`src/rtl/core/usan_pkg.sv`:
```
// ----------------------------------------------------------------------------
// usan_pkg
// Shared types and constants for the utf-8 byte sanitizer blocks.
// ----------------------------------------------------------------------------
package usan_pkg;

    // replacement character '?'
    localparam logic [7:0] QMARK     = 8'h3F;

    // byte class tags, compared against the top bits of a byte
    localparam logic [1:0] CONT_TAG  = 2'b10;
    localparam logic [2:0] LEAD2_TAG = 3'b110;
    localparam logic [3:0] LEAD3_TAG = 4'b1110;
    localparam logic [4:0] LEAD4_TAG = 5'b11110;

    // sequence lengths opened by each lead class
    localparam logic [2:0] LEN2      = 3'd2;
    localparam logic [2:0] LEN3      = 3'd3;
    localparam logic [2:0] LEN4      = 3'd4;

    // most bytes a single input transaction can produce
    localparam int unsigned MAX_RESULTS = 4;

    // default depth of the queue between front and back
    localparam int unsigned QUEUE_DEPTH_DEF = 4;

    // work item handed from front to back: bytes to emit, in order
    typedef struct packed {
        logic [MAX_RESULTS-1:0][7:0] bytes;
        logic [1:0]                  last_idx;
        logic                        eot;
    } bundle_t;

endpackage

```
`src/rtl/core/usan_front.sv`:
```
// ----------------------------------------------------------------------------
// usan_front
// Accepts input bytes, tracks the open multi-byte sequence and builds the
// list of output bytes that each transaction produces.
// ----------------------------------------------------------------------------
module usan_front (
    input  logic              clk,
    input  logic              rst_n,
    input  logic              in_valid,
    output logic              in_stall,
    input  logic [7:0]        byte_in,
    input  logic              end_of_text,
    input  logic              q_full,
    output logic              push,
    output usan_pkg::bundle_t push_data
);
    import usan_pkg::*;

    logic [7:0] held_reg [0:2];
    logic [1:0] held_count_reg;
    logic [1:0] held_count_next;
    logic [2:0] expected_length_reg;
    logic [2:0] expected_length_next;

    logic       held_wr_en;
    logic [1:0] held_wr_idx;

    logic       in_acc;
    logic       seq_open;
    logic       is_cont;
    logic       is_ascii;
    logic       is_lead2;
    logic       is_lead3;
    logic       is_lead4;
    logic       fresh_open;
    logic       fresh_emit;
    logic [2:0] fresh_len;
    logic [7:0] fresh_byte;
    logic [2:0] held_cnt_ext;
    logic [2:0] next_count;
    logic       seq_done;
    logic [2:0] res_cnt;
    logic [MAX_RESULTS-1:0][7:0] slots;

    assign in_stall = q_full;
    assign in_acc   = in_valid && !q_full;

    // byte classification
    assign is_cont    = (byte_in[7:6] == CONT_TAG);
    assign is_ascii   = !byte_in[7];
    assign is_lead2   = (byte_in[7:5] == LEAD2_TAG);
    assign is_lead3   = (byte_in[7:4] == LEAD3_TAG);
    assign is_lead4   = (byte_in[7:3] == LEAD4_TAG);
    assign fresh_open = is_lead2 || is_lead3 || is_lead4;
    assign fresh_emit = !fresh_open;
    assign fresh_byte = is_ascii ? byte_in : QMARK;
    assign fresh_len  = is_lead2 ? LEN2 : (is_lead3 ? LEN3 : LEN4);

    assign seq_open     = (held_count_reg != 2'd0);
    assign held_cnt_ext = {1'b0, held_count_reg};
    assign next_count   = held_cnt_ext + 3'd1;
    assign seq_done     = (next_count >= expected_length_reg);

    // result list and next sequence state
    always_comb
    begin
        held_count_next      = held_count_reg;
        expected_length_next = expected_length_reg;
        held_wr_en           = 1'b0;
        held_wr_idx          = held_count_reg;
        res_cnt              = 3'd0;
        slots                = '0;
        if (seq_open && is_cont)
        begin
            if (seq_done)
            begin
                // sequence complete: emit held bytes then this one
                slots[0]             = (held_count_reg > 2'd0) ? held_reg[0] : byte_in;
                slots[1]             = (held_count_reg > 2'd1) ? held_reg[1] : byte_in;
                slots[2]             = (held_count_reg > 2'd2) ? held_reg[2] : byte_in;
                slots[3]             = byte_in;
                res_cnt              = next_count;
                held_count_next      = 2'd0;
                expected_length_next = 3'd0;
            end
            else
            begin
                held_wr_en      = 1'b1;
                held_count_next = held_count_reg + 2'd1;
                if (end_of_text)
                begin
                    // unfinished at end of text
                    for (int k = 0; k < MAX_RESULTS; k++)
                    begin
                        slots[k] = QMARK;
                    end
                    res_cnt              = next_count;
                    held_count_next      = 2'd0;
                    expected_length_next = 3'd0;
                end
            end
        end
        else
        begin
            // broken sequence flushes as '?', then the byte is handled fresh
            for (int k = 0; k < MAX_RESULTS; k++)
            begin
                slots[k] = (3'(k) < held_cnt_ext || fresh_open) ? QMARK : fresh_byte;
            end
            res_cnt = held_cnt_ext + {2'b00, fresh_emit || (fresh_open && end_of_text)};
            if (fresh_open && !end_of_text)
            begin
                held_wr_en           = 1'b1;
                held_wr_idx          = 2'd0;
                held_count_next      = 2'd1;
                expected_length_next = fresh_len;
            end
            else
            begin
                held_count_next      = 2'd0;
                expected_length_next = 3'd0;
            end
        end
    end

    assign push               = in_acc && (res_cnt != 3'd0);
    assign push_data.bytes    = slots;
    assign push_data.last_idx = 2'(res_cnt - 3'd1);
    assign push_data.eot      = end_of_text;

    // sequence control state
    always_ff @(posedge clk or negedge rst_n)
    begin
        if (!rst_n)
        begin
            held_count_reg      <= 2'd0;
            expected_length_reg <= 3'd0;
        end
        else if (in_acc)
        begin
            held_count_reg      <= held_count_next;
            expected_length_reg <= expected_length_next;
        end
    end

    // held sequence bytes
    always_ff @(posedge clk)
    begin
        if (in_acc && held_wr_en)
        begin
            held_reg[held_wr_idx] <= byte_in;
        end
    end

endmodule

```
`src/rtl/core/usan_queue.sv`:
```
// ----------------------------------------------------------------------------
// usan_queue
// Small fifo of work bundles between the front and the back.
// ----------------------------------------------------------------------------
module usan_queue #(
    parameter int unsigned DEPTH = usan_pkg::QUEUE_DEPTH_DEF
) (
    input  logic                       clk,
    input  logic                       rst_n,
    input  logic                       push,
    input  usan_pkg::bundle_t          push_data,
    input  logic                       pop,
    output usan_pkg::bundle_t          head_data,
    output logic                       empty,
    output logic                       full,
    output logic [$clog2(DEPTH+1)-1:0] level
);
    import usan_pkg::*;

    localparam int unsigned PW = (DEPTH > 1) ? $clog2(DEPTH) : 1;
    localparam int unsigned LW = $clog2(DEPTH+1);

    bundle_t         store_reg [0:DEPTH-1];
    logic [PW-1:0]   wr_ptr_reg;
    logic [PW-1:0]   wr_ptr_next;
    logic [PW-1:0]   rd_ptr_reg;
    logic [PW-1:0]   rd_ptr_next;
    logic [LW-1:0]   level_reg;
    logic [LW-1:0]   level_next;
    logic            do_push;
    logic            do_pop;

    assign empty     = (level_reg == LW'(0));
    assign full      = (level_reg == LW'(DEPTH));
    assign level     = level_reg;
    assign head_data = store_reg[rd_ptr_reg];
    assign do_push   = push && !full;
    assign do_pop    = pop && !empty;

    // pointer and level update
    always_comb
    begin
        wr_ptr_next = wr_ptr_reg;
        rd_ptr_next = rd_ptr_reg;
        level_next  = level_reg;
        if (do_push)
        begin
            wr_ptr_next = (wr_ptr_reg == PW'(DEPTH-1)) ? PW'(0) : wr_ptr_reg + PW'(1);
        end
        if (do_pop)
        begin
            rd_ptr_next = (rd_ptr_reg == PW'(DEPTH-1)) ? PW'(0) : rd_ptr_reg + PW'(1);
        end
        if (do_push && !do_pop)
        begin
            level_next = level_reg + LW'(1);
        end
        else if (do_pop && !do_push)
        begin
            level_next = level_reg - LW'(1);
        end
    end

    always_ff @(posedge clk or negedge rst_n)
    begin
        if (!rst_n)
        begin
            wr_ptr_reg <= '0;
            rd_ptr_reg <= '0;
            level_reg  <= '0;
        end
        else
        begin
            wr_ptr_reg <= wr_ptr_next;
            rd_ptr_reg <= rd_ptr_next;
            level_reg  <= level_next;
        end
    end

    // entry storage
    always_ff @(posedge clk)
    begin
        if (do_push)
        begin
            store_reg[wr_ptr_reg] <= push_data;
        end
    end

endmodule

```
`src/rtl/core/usan_back.sv`:
```
// ----------------------------------------------------------------------------
// usan_back
// Walks the head bundle one byte per cycle, while the output is not stalled,
// into the output register and pops the bundle after its last byte.
// ----------------------------------------------------------------------------
module usan_back (
    input  logic              clk,
    input  logic              rst_n,
    input  logic              head_valid,
    input  usan_pkg::bundle_t head_data,
    output logic              pop,
    output logic              out_valid,
    input  logic              out_stall,
    output logic [7:0]        byte_out,
    output logic              run_last,
    output logic              text_last
);
    import usan_pkg::*;

    logic       out_valid_reg;
    logic [7:0] byte_out_reg;
    logic       run_last_reg;
    logic       text_last_reg;
    logic [1:0] idx_reg;
    logic [1:0] idx_next;
    logic       out_adv;
    logic       load;
    logic       at_last;

    assign out_adv = !out_valid_reg || !out_stall;
    assign load    = out_adv && head_valid;
    assign at_last = (idx_reg == head_data.last_idx);
    assign pop     = load && at_last;

    // byte index within the head bundle
    always_comb
    begin
        idx_next = idx_reg;
        if (load)
        begin
            idx_next = at_last ? 2'd0 : idx_reg + 2'd1;
        end
    end

    always_ff @(posedge clk or negedge rst_n)
    begin
        if (!rst_n)
        begin
            out_valid_reg <= 1'b0;
            idx_reg       <= 2'd0;
        end
        else
        begin
            idx_reg <= idx_next;
            if (out_adv)
            begin
                out_valid_reg <= head_valid;
            end
        end
    end

    // output payload register
    always_ff @(posedge clk)
    begin
        if (load)
        begin
            byte_out_reg  <= head_data.bytes[idx_reg];
            run_last_reg  <= at_last;
            text_last_reg <= at_last && head_data.eot;
        end
    end

    assign out_valid = out_valid_reg;
    assign byte_out  = byte_out_reg;
    assign run_last  = run_last_reg;
    assign text_last = text_last_reg;

endmodule

```
`src/rtl/core/utf8_byte_sanitizer_top.sv`:
```
// ----------------------------------------------------------------------------
// utf8_byte_sanitizer_top
// Repairs a utf-8 byte stream: complete sequences pass, broken or stray
// bytes are replaced by '?'.
// ----------------------------------------------------------------------------
// Usage:
//   Input channel (in_valid / in_stall) carries one text byte per transaction
//   in byte_in, with end_of_text set on the final byte of a text.
//   Output channel (out_valid / out_stall) carries one byte per transaction;
//   run_last marks the last byte caused by an input byte, text_last the last
//   byte of the text. An input byte yields zero to four output bytes.
//   Output bytes pass through the bundle queue, then the output register.
//   The front takes one input byte per cycle while the queue is not full,
//   the back end one output byte per cycle while out_stall is low; a
//   transaction with several output bytes holds the back end until all are
//   sent, and the bundle queue (QUEUE_DEPTH entries) absorbs the difference.
//   in_stall rises only while the bundle queue is full.
//   Reset clears the open sequence, the queue and the output valid flag.
//   While out_stall is high the output holds; the front keeps accepting until
//   the queue fills.
// ----------------------------------------------------------------------------
module utf8_byte_sanitizer_top #(
    parameter int unsigned QUEUE_DEPTH = usan_pkg::QUEUE_DEPTH_DEF
) (
    input  logic       clk,
    input  logic       rst_n,
    input  logic       in_valid,
    output logic       in_stall,
    input  logic [7:0] byte_in,
    input  logic       end_of_text,
    output logic       out_valid,
    input  logic       out_stall,
    output logic [7:0] byte_out,
    output logic       run_last,
    output logic       text_last
);
    import usan_pkg::*;

    localparam int unsigned LW = $clog2(QUEUE_DEPTH+1);

    logic          push;
    bundle_t       push_data;
    logic          pop;
    bundle_t       head_data;
    logic          q_empty;
    logic          q_full;
    logic [LW-1:0] q_level;

    // classify and build bundles
    usan_front u_front (
        .clk         (clk),
        .rst_n       (rst_n),
        .in_valid    (in_valid),
        .in_stall    (in_stall),
        .byte_in     (byte_in),
        .end_of_text (end_of_text),
        .q_full      (q_full),
        .push        (push),
        .push_data   (push_data)
    );

    // decoupling queue
    usan_queue #(
        .DEPTH (QUEUE_DEPTH)
    ) u_queue (
        .clk       (clk),
        .rst_n     (rst_n),
        .push      (push),
        .push_data (push_data),
        .pop       (pop),
        .head_data (head_data),
        .empty     (q_empty),
        .full      (q_full),
        .level     (q_level)
    );

    // serialize bundles to the output
    usan_back u_back (
        .clk        (clk),
        .rst_n      (rst_n),
        .head_valid (!q_empty),
        .head_data  (head_data),
        .pop        (pop),
        .out_valid  (out_valid),
        .out_stall  (out_stall),
        .byte_out   (byte_out),
        .run_last   (run_last),
        .text_last  (text_last)
    );

`ifndef SYNTH
    // queue level never exceeds its depth
    a_level_bound: assert property (@(posedge clk) disable iff (!rst_n)
        q_level <= LW'(QUEUE_DEPTH))
        else $error("queue level above depth");

    // the front never pushes into a full queue
    a_no_push_full: assert property (@(posedge clk) disable iff (!rst_n)
        push |-> !q_full)
        else $error("push while queue full");

    // a text ends only on the last byte of an input transaction
    a_text_run: assert property (@(posedge clk) disable iff (!rst_n)
        out_valid && text_last |-> run_last)
        else $error("text_last without run_last");

    // a pop with nothing pushed lowers the level by one
    a_pop_level: assert property (@(posedge clk) disable iff (!rst_n)
        pop && !push |=> q_level == $past(q_level) - LW'(1))
        else $error("queue level did not follow pop");
`endif

endmodule

```
`config.mk`:
```
export PLATFORM = sky130hd
export DESIGN_NAME = utf8_byte_sanitizer_top
export DESIGN_NICKNAME = d
export VERILOG_FILES = /design/src/rtl/core/usan_pkg.sv /design/src/rtl/core/usan_front.sv /design/src/rtl/core/usan_queue.sv /design/src/rtl/core/usan_back.sv /design/src/rtl/core/utf8_byte_sanitizer_top.sv
export SDC_FILE = /design/constraint.sdc
export NUM_CORES = 1
export LEC_CHECK = 0
export BUFFER_PORTS_ARGS = -buffer_cell sky130_fd_sc_hd__buf_2
export CAP_MARGIN = 40
export CORE_MARGIN = 2
export CORE_UTILIZATION = 55
export CTS_BUF_LIST = sky130_fd_sc_hd__clkbuf_4
export CTS_CLUSTER_DIAMETER = 60
export DETAILED_ROUTE_END_ITERATION = 8
export GPL_ROUTABILITY_DRIVEN = 1
export HOLD_SLACK_MARGIN = 0.03
export PLACE_DENSITY = 0.7
export SLEW_MARGIN = 10
export SYNTH_ARGS = -nofsm -noshare
export SYNTH_HDL_FRONTEND = slang
export SYNTH_SLANG_ARGS = --single-unit
```
`constraint.sdc`:
```
create_clock -name clk -period 9.01 [get_ports clk]
set_input_delay 0.4505 -clock clk [delete_from_list [all_inputs] [get_ports clk]]
set_output_delay 0.4505 -clock clk [all_outputs]
set_load 0.03 [all_outputs]
```
======== Word-level counts from Yosys, hierarchy flattened ========
Memories as Yosys holds them, arrays and structs flattened.
Index checks and enable logic that the tools add are counted.
Widths: inputs -> output; s select.
cells by class
  $add $sub $neg .......................... 9
  magnitude comparators ................... 9
  equal/unequal tests ..................... 9
  muxes and demuxes ....................... 40
  reduce and logical (&&, ||, !) cells .... 34
operator list
  operator             count
  $mux 32              2
  $mux 8               8
  $mux 3               11
  $mux 30              1
  $bmux 8 s2           1
  $mux 2               8
  $logic_and 1x1->1    13
  $add 2x1->2 const B  4
  $logic_not 1->1      8
  $logic_or 1x1->1     8
  $mux 1               8
  $mux 7               1
  $eq 2x2->1 const B   3
  $eq 3x3->1 const B   2
  $eq 5x5->1 const B   1
  $eq 4x4->1 const B   1
  $gt 2x1->1 const B   2
  $lt 1x2->1 const A   2
  $lt 2x2->1 const A   2
  $reduce_bool 2->1    2
  $add 2x1->3          1
  $add 2x1->3 const B  1
  $add 3x1->3 const B  1
  $ge 3x3->1           1
  9 further kinds      9
word-level totals
  flip-flop bits (word level) ............. 25
  memory bits (writable) .................. 164
  input bits .............................. 13
  output and inout port bits .............. 12
  memories ................................ 2
memories
  memory             words  bits a word  read ports  clocked after Yosys merged registers in  wr ports  line              source
  u_queue.store_reg  4      35           1           0                                        1         usan_queue.sv:23  bundle_t store_reg [0:DEPTH-1];
  u_front.held_reg   3      8            3           0                                        1         usan_front.sv:19  logic [7:0] held_reg [0:2];

======== Depth between registers and ports, before layout ========
Gate-level depths: netlist (run 1).
  depth in word-level cells ............... 14
  gate-level depth with buffers ........... 16
  mapped depth without buffers ............ 15

======== Modules after synthesis ========
A second synthesis (run 1) with hierarchy kept.
unflattened totals
  cell total of the unflattened synthesis .. 468
  area total of the unflattened synthesis .. 8179.1 µm²
by module, submodules not included
  module                   instances  cells each  area an instance (µm²)  seq. area each (µm²)
  usan_queue               1          220         5492.8                  4379.2
  usan_front               1          210         1986.9                  845.8
  usan_back                1          37          695.7                   375.4
  utf8_byte_sanitizer_top  1          1           3.8                     0.0

======== Worst setup path after synthesis (run 1) ========
Ideal clock, no wire load.
  path kind ............................... register to register
  from .................................... reg u_front.held_count_reg[0]
  to ...................................... mem u_queue.store_reg[3][0] in the netlist's numbering, enable pin
  library setup time ...................... 0.395 ns
  data arrival time ....................... 3.374 ns
  path slack .............................. 5.240 ns
  stages on the path, launching flop included .. 12
  buffers on the path ..................... 1
  clock period less this slack ............ 3.770 ns
  cells stage by stage .................... dfrtp_1 > inv_1 > ha_1 > ha_1 > a21oi_1 > a21oi_1 > o31ai_1 > clkbuf_1 > a2bb2oi_1 > ha_1 > a21oi_2 > and2_1
on the way
  cells in the longest elaborated chain, start to end .. 9
  elaborated cells on any way between the ends .. 13
  classes of those cells .................. add/sub (2); order compare (1); mux (5); reduce/logical (5)
RTL lines
  element                               line                                source
  from (decl)                           usan_front.sv:20                    logic [1:0] held_count_reg;
  from (signal assigned)                usan_front.sv:141                   held_count_reg <= held_count_next;
  $add 2x1->3                           usan_front.sv:61                    assign next_count = held_cnt_ext + 3'd1;
  $ge 3x3->1 or $mux 3 (tied branches)  usan_front.sv:62, usan_front.sv:90
  $mux 3                                usan_front.sv:75                    if (seq_done)
  $mux 3 (*)                            usan_front.sv:73                    if (seq_open && is_cont)
  $reduce_bool 3->1 (*)                 usan_front.sv:126                   assign push = in_acc && (res_cnt != 3'd0);
  $logic_and 1x1->1 (*)                 usan_front.sv:126
  $logic_and 1x1->1 (*)                 usan_queue.sv:37                    assign do_push = push && !full;
  named net u_queue.do_push             usan_queue.sv:30                    logic do_push;
  $mux 1 (*)                            usan_queue.sv:83                    if (do_push)
  $mux 1 (implied by the code) (*)      usan_queue.sv:85                    store_reg[wr_ptr_reg] <= push_data;
  to (decl)                             usan_queue.sv:23
Mark *: on every way through the listed nets, which the timed path passes. The rest lies on a longest branch.

======== Worst setup path after layout (run 1) ========
  from .................................... reg u_front.held_count_reg[0]
  to ...................................... reg u_queue.level_reg[2] (netlist: u_queue.level[2])
on the way
  cells in the longest elaborated chain, start to end .. 10
  elaborated cells on any way between the ends .. 16
  classes of those cells .................. add/sub (2); order compare (1); mux (4); reduce/logical (9)
RTL lines
  element                               line                                source
  $add 2x1->3                           usan_front.sv:61
  $ge 3x3->1 or $mux 3 (tied branches)  usan_front.sv:62, usan_front.sv:90
  $mux 3                                usan_front.sv:75
  $mux 3 (*)                            usan_front.sv:73
  $reduce_bool 3->1 (*)                 usan_front.sv:126
  $logic_and 1x1->1 (*)                 usan_front.sv:126
  $logic_and 1x1->1 (*)                 usan_queue.sv:37
  named net u_queue.do_push             usan_queue.sv:30
  $logic_not 1->1                       usan_queue.sv:58                    else if (do_pop && !do_push)
  $logic_and 1x1->1                     usan_queue.sv:58
  $reduce_bool 2->1 (no source line)    --
  to (signal assigned)                  usan_queue.sv:76                    level_reg <= level_next;
  to (decl)                             usan_queue.sv:28                    logic [LW-1:0] level_reg;
Marked as above.
A chain may end at the register's enable or synchronous reset.

==> results.cfg, run 1 <==
[global_routing]
grt_pass1_vias = 4126
grt_start_max_net_pins = 39
grt_pass1_wl_mm = 23.1
gr-usage-all-layers = 0.196
gr-total-overflow = 0
antenna_found_initial = 1

[power]
power_mw = 2.41
power_leakage_nw = 2.89
powerDensity_nw_per_um2 = 276
seqPwrFrac = 0.507
p_sw_frac = 0.311
internal_power_mw = 1.66
switchingPower_uw = 750
irDropWorstVdd_mv = 0.163
comb_power_share = 0.324
clock_power_share = 0.170

[sta]
drv_slew = 0
rsz0062_at_grt = false
skew_ns = 0.0158
whs_ns = 0.105
setup_viol = 0
period_share = 0.440
max_freq_mhz = 252
worst_slack_ns = 5.04
hold_violations = 0
final.setup.tns_ns = 0
max_slew_margin = 0.387
fin_crit_ns = 3.97
worst_pin_slew_ns = 0.916

[logic_synthesis]
ys_seq_area_frac = 0.689
synth_top_family_by_area = multiplexers
synth_cells = 482
synthAdderAreaFrac = 0.0255
synth-seq-cells = 189
yosysTopAreaCell = edfxtp_1
synth_compound_area_frac = 0.0623
avgSynthCellArea_um2 = 16.9
synth_area_um2 = 8130
synth_fp_nets = 511
synth.area.mux_share = 0.143
synth-xor-area-share = 0.00539
synth_area_leaders = edfxtp_1 64%, mux4_2 12%, dfrtp_1 4.6%
yosys_warnings = 0
synth-edff-count = 174
synth.distinct_cells = 55
netlist.area_leader.share = 0.643
synth_simple_gate_area_frac = 0.0523
ys_async_sr_fraction = 0.0794
synth_flop_cell = edfxtp_1

[setup_path]
worst_ep_arrival_time_ns = 4.46
critPathLaunch = u_front.held_count_reg[0]
cp_top_family = adder cells
cp.depth = 12
r2r_cells = 12
cp_common_cell = ha_1
cp_slowest_stage_delay_ns = 0.80
rr_endpoint = u_queue.level[2]
rrSetupSlack_ns = 5.04
worstSetupPathType = reg2reg
crit_path_top_delay_cell = or3b_1
cp-end-kind = flip-flop
crit_required_ns = 9.51
crit_end = u_queue.level[2]
path_cells = inv_1 > ha_1 > or3b_1 > a22oi_1 > ha_1 > a21oi_2 > ha_1 > inv_1 > fa_1 > xor2_1 > nor2_1 > xor2_1
r2r_start = u_front.held_count_reg[0]
worstPathMaxFanout = 32
path_buf_inv = 2
cp-start-kind = flip-flop

[drt]
finalWirelength_mm = 14.6
dr.pass1.iters = 5
drtAntennaViolNets = 0
drt-initial-drc-count = 393
drc = 0
routed-via-count = 4219
detail_route.wl_per_cell_um = 20.5
viasPerCell = 5.94

[clocking]
cts_root_buf = clkbuf_4
cts.sinks = 189
cts_tree = done
clk_pin_slew_worst_paths_ns = 0.14
h-tree-depth = 4
clock_latency_ns = 0.56
clock_path_buffers = 2
cts_made_buffers = 17
post_cts_buffers = 0

[run_status]
outcome = finished clean

[flow_run]
cap_violations = 0

[die]
die_h_um = 126
die_x_um = 126
die_area_um2 = 15800
coreArea_um2 = 14500
initial_core_util = 0.562
ioPinCount = 25
rows = 44

[place]
dp_hpwl_mm = 9.29
gp_congestion = 0.798
post-place-ws_ns = 5.09
io_buffer_count = 24

[finish]
seqCellArea_um2 = 5600
multiInputGateArea_um2 = 2350
area_delta_synth_final_pct = 7.25
nets = 541
layout-drive-gt1-share = 0.250
fillers = 1069
largest_reg_flops = 140

[min_path]
hp-class = in2reg
## layout by cell type (no fill, tap or decap), drive strengths merged, types with 18 or more instances in the layout
master,n
clkbuf,20
mux4,43
nand2,18
buf,34
a21oi,19
inv,22
edfxtp,174
o21ai,47
nor3,23
## worst reg2reg max path: cells and delay by family (launching register included)
| family | cells | cell delay, ns |
|---|---|---|
| adder cells (fa/ha/maj) | 4 | 1.39 |
| AND/OR/NAND/NOR | 2 | 0.91 |
| AO/OA/AOI/OAI | 2 | 0.60 |
| flip-flops | 1 | 0.51 |
| XOR/XNOR | 2 | 0.31 |
| buffers and inverters | 2 | 0.18 |
## per-layer routing
metal,global-route usage,share of wire
met2,0.294,0.47
met1,0.294,0.47
met5,0,0
met3,0.0389,0.051
met4,0.0673,0.014
## cell usage after synthesis, types with 3 or more instances
| master | number |
|---|---|
| and2_1 | 4 |
| mux2i_1 | 6 |
| dfrtp_1 | 15 |
| clkbuf_1 | 13 |
| buf_2 | 5 |
| xnor2_1 | 3 |
| mux2_2 | 7 |
| nand2_1 | 17 |
| inv_1 | 19 |
| edfxtp_1 | 174 |
| nor3_1 | 23 |
| o21ai_1 | 23 |
| ha_1 | 15 |
| mux4_2 | 43 |
| nor2_1 | 15 |
| nand2b_1 | 6 |
| buf_1 | 4 |
| a21oi_1 | 17 |
| o21ai_0 | 24 |
## timing repair
| item | in CTS | in global routing |
|---|---|---|
| hold buffers | 1 | 0 |
| endpoints found under the hold margin | 15 | 0 |
| resized for setup | 0 | 0 |
## worst min path at each step
stage              start                        endpoint  slack, ns  depth (start not counted)
3_5_place_dp       rst_n  u_front.expected_length_reg[0]       0.38                          1
2_1_floorplan      rst_n               u_back.idx_reg[0]       0.15                          0
5_1_grt        out_stall                u_back.out_valid       0.06                          3
6_report       out_stall                u_back.out_valid       0.10                          3
4_1_cts        out_stall                u_back.out_valid       0.06                          3
3_3_place_gp       rst_n  u_front.expected_length_reg[0]       0.38                          1
## stage by stage
stage	instance area (um2)	util	cells
after detailed placement	8460	0.584	676
after floorplan	8130	-	482
final	8720	0.602	710
after CTS	8720	0.602	709
after global routing	8720	0.602	710
after global placement	8450	0.583	675
## cell families (layout without fill, tap and decap cells)
family,after synthesis,in the layout
AND/OR/NAND/NOR,81,81
other,0,1
AO/OA/AOI/OAI,86,86
multiplexers,60,60
flip-flops,189,189
adder cells (fa/ha/maj),16,16
XOR/XNOR,5,5
buffers and inverters,45,88
## final cells by class
| cell class | count | share of cell area |
|---|---|---|
| inverter | 21 | 0.00904 |
| timing repair buffer | 35 | 0.0240 |
| multi-input combinational | 248 | 0.269 |
| sequential | 189 | 0.642 |
| antenna | 1 | 0.000287 |
| clock inverter | 12 | 0.0113 |
| clock buffer | 20 | 0.0172 |
| tap | 184 | 0.0264 |
## power groups by stage
stage          combinational (mW)  clock (mW)  sequential (mW)
2_1_floorplan               0.571           0             1.28
3_3_place_gp                0.780           0             1.24
3_5_place_dp                0.794           0             1.25
4_1_cts                     0.796       0.421             1.22
5_1_grt                     0.855       0.458             1.24
6_report                    0.780       0.409             1.22
Note: power is estimated with default switching activity, not from simulation.
==> inputs of run 2 (changes only) <==
==> constraint.sdc (replaced) <==
create_clock -name clk -period 4.1 [get_ports clk]
set_input_delay 0.205 -clock clk [delete_from_list [all_inputs] [get_ports clk]]
set_output_delay 0.205 -clock clk [all_outputs]
set_load 0.03 [all_outputs]
==> run 2 against run 1 <==
Compared with the run above:
- sequential share of layout area decreased by 1.4 points
- final cell count increased by 2.0%
- first-iteration DRC count increased by 4.6%
- die area unchanged
- sequential power increased by 120%
- count of clock-buffer cells in the layout decreased by 3
==> results.cfg, run 2 (synthesis results as in run 1) <==
[drt]
detail_route.wl_per_cell_um = 20.5
routedLengthMet1_mm = 6.68
dr.max_layer_used = met4
routed-via-count = 4332
viasPerCell = 5.98
drt-initial-drc-count = 411
drc = 0
finalWirelength_mm = 14.8
routed-wl-met3_um = 808
drtAntennaViolNets = 0
wl_met2_mm = 7.13
dr.pass1.iters = 5

[clocking]
clk_pin_slew_worst_paths_ns = 0.14
cts_tree = done
clock_latency_ns = 0.58
cts_made_buffers = 17
post_cts_buffers = 0
clock_path_buffers = 2
cts.sinks = 189
cts_root_buf = clkbuf_4
h-tree-depth = 4

[die]
ioPinCount = 25
rows = 44
die_h_um = 126
die_area_um2 = 15800
initial_core_util = 0.562
coreArea_um2 = 14500
die_x_um = 126

[sta]
max_slew_margin = 0.425
setup_viol = 0
fin_crit_ns = 3.84
period_share = 0.936
worst_pin_slew_ns = 0.860
max_freq_mhz = 261
skew_ns = 0.0219
drv_slew = 0
hold_violations = 0
rsz0062_at_grt = false
final.setup.tns_ns = 0

[finish]
seqCellArea_um2 = 5600
nets = 556
layout-drive-gt1-share = 0.250
multiInputGateArea_um2 = 2350
fillers = 1067
area_delta_synth_final_pct = 9.56
mostFrequentLayoutCells = 174 x edfxtp_1, 43 x mux4_2, 24 x o21ai_0, 24 x buf_2
largest_reg_flops = 140
n_antenna_cell = 0
final_common_cell = edfxtp_1

[power]
power_mw = 5.45
powerDensity_nw_per_um2 = 612
irDropWorstVdd_mv = 0.314
power_leakage_nw = 2.99

[global_routing]
grt_pass1_wl_mm = 24.6
grt_start_max_net_pins = 36
gr-usage-all-layers = 0.207
grt_pass1_vias = 4505
gr-total-overflow = 0
antenna_found_initial = 0

[setup_path]
crit_required_ns = 4.58
rr_endpoint = u_queue.level[1]
r2r_start = u_front.held_count_reg[0]
cp-end-kind = flip-flop
cp-start-kind = flip-flop
worstSetupPathType = reg2reg
r2r_cells = 13
worst_ep_arrival_time_ns = 4.31
worstPathMaxFanout = 9
rrSetupSlack_ns = 0.26

[min_path]
min-delay-start = in_valid
hp-class = in2reg
holdPathStages = 3
hold_end = u_front.held_count_reg[1]

[place]
dp_hpwl_mm = 9.27
gp_congestion = 0.877
io_buffer_count = 24

[run_status]
outcome = finished clean

[flow_run]
cap_violations = 0
## run 2: changes by cell type in the layout (fill, tap and decap cells not counted), sizes merged
cell,previous run,this run
clkbuf,20,17
buf,34,37
bufinv,1,3
dlygate4sd3,1,13
diode,1,0
clkinvlp,5,1
clkinv,5,8
inv,22,24
## run 2: how the worst max path moves through the flow
stage,end,depth (start not counted),startpoint
floorplan,u_queue.store_reg[3][0],11,u_front.held_count_reg[0]
global placement,u_queue.level[1],13,u_front.held_count_reg[0]
detailed placement,u_queue.level[1],13,u_front.held_count_reg[0]
CTS,u_queue.level[2],15,u_front.held_count_reg[0]
global route,u_queue.level[1],13,u_front.held_count_reg[0]
finish,u_queue.level[1],13,u_front.held_count_reg[0]
## run 2: area by class of cell
class,instances,area share
Tap cell,184,0.0258
Clock buffer,17,0.0143
Timing Repair Buffer,50,0.0391
Sequential cell,189,0.629
Inverter,21,0.00885
Multi-Input combinational cell,248,0.264
Clock inverter,15,0.0190
## run 2: critical path, cell delays in order (launching register included)
cell	delay [ns]
dfrtp_1	0.55
inv_1	0.11
ha_1	0.33
ha_1	0.32
a21oi_1	0.30
a21oi_2	0.13
or3_1	0.36
a22oi_1	0.34
ha_1	0.24
a21oi_2	0.09
ha_1	0.25
inv_1	0.07
fa_1	0.39
mux2_2	0.26
## run 2: repair_timing
action                                 in CTS  in global routing
resized for setup                           0                  1
hold buffers                               13                  0
endpoints found under the hold margin      44                  0
setup endpoints to repair                   0                  1
## run 2: metal layers
| metal | vias to the layer above | GRT usage |
|---|---|---|
| li1 | 1994 | - |
| met1 | 2224 | 0.303 |
| met2 | 97 | 0.319 |
| met3 | 17 | 0.0415 |
| met4 | 0 | 0.0654 |
| met5 | - | 0 |
## run 2: power by group
part	leakage, nW	switching [mW]	internal [mW]
Combinational	1.07	0.924	0.791
Sequential	1.76	0.156	2.55
Clock	0.161	0.603	0.422
## run 2: per-stage QoR
stage / instance area [um2] / setup WS (ns) / hold WS, ns / instances / utilization
floorplan: 8130 / 0.330 / -0.0906 / 482 / -
global route: 8910 / 0.0883 / 0.257 / 724 / 0.615
detailed placement: 8480 / 0.303 / 0.147 / 679 / 0.585
global placement: 8480 / 0.457 / 0.131 / 679 / 0.585
CTS: 8900 / 0.266 / 0.202 / 724 / 0.615
finish: 8910 / 0.263 / 0.229 / 724 / 0.615
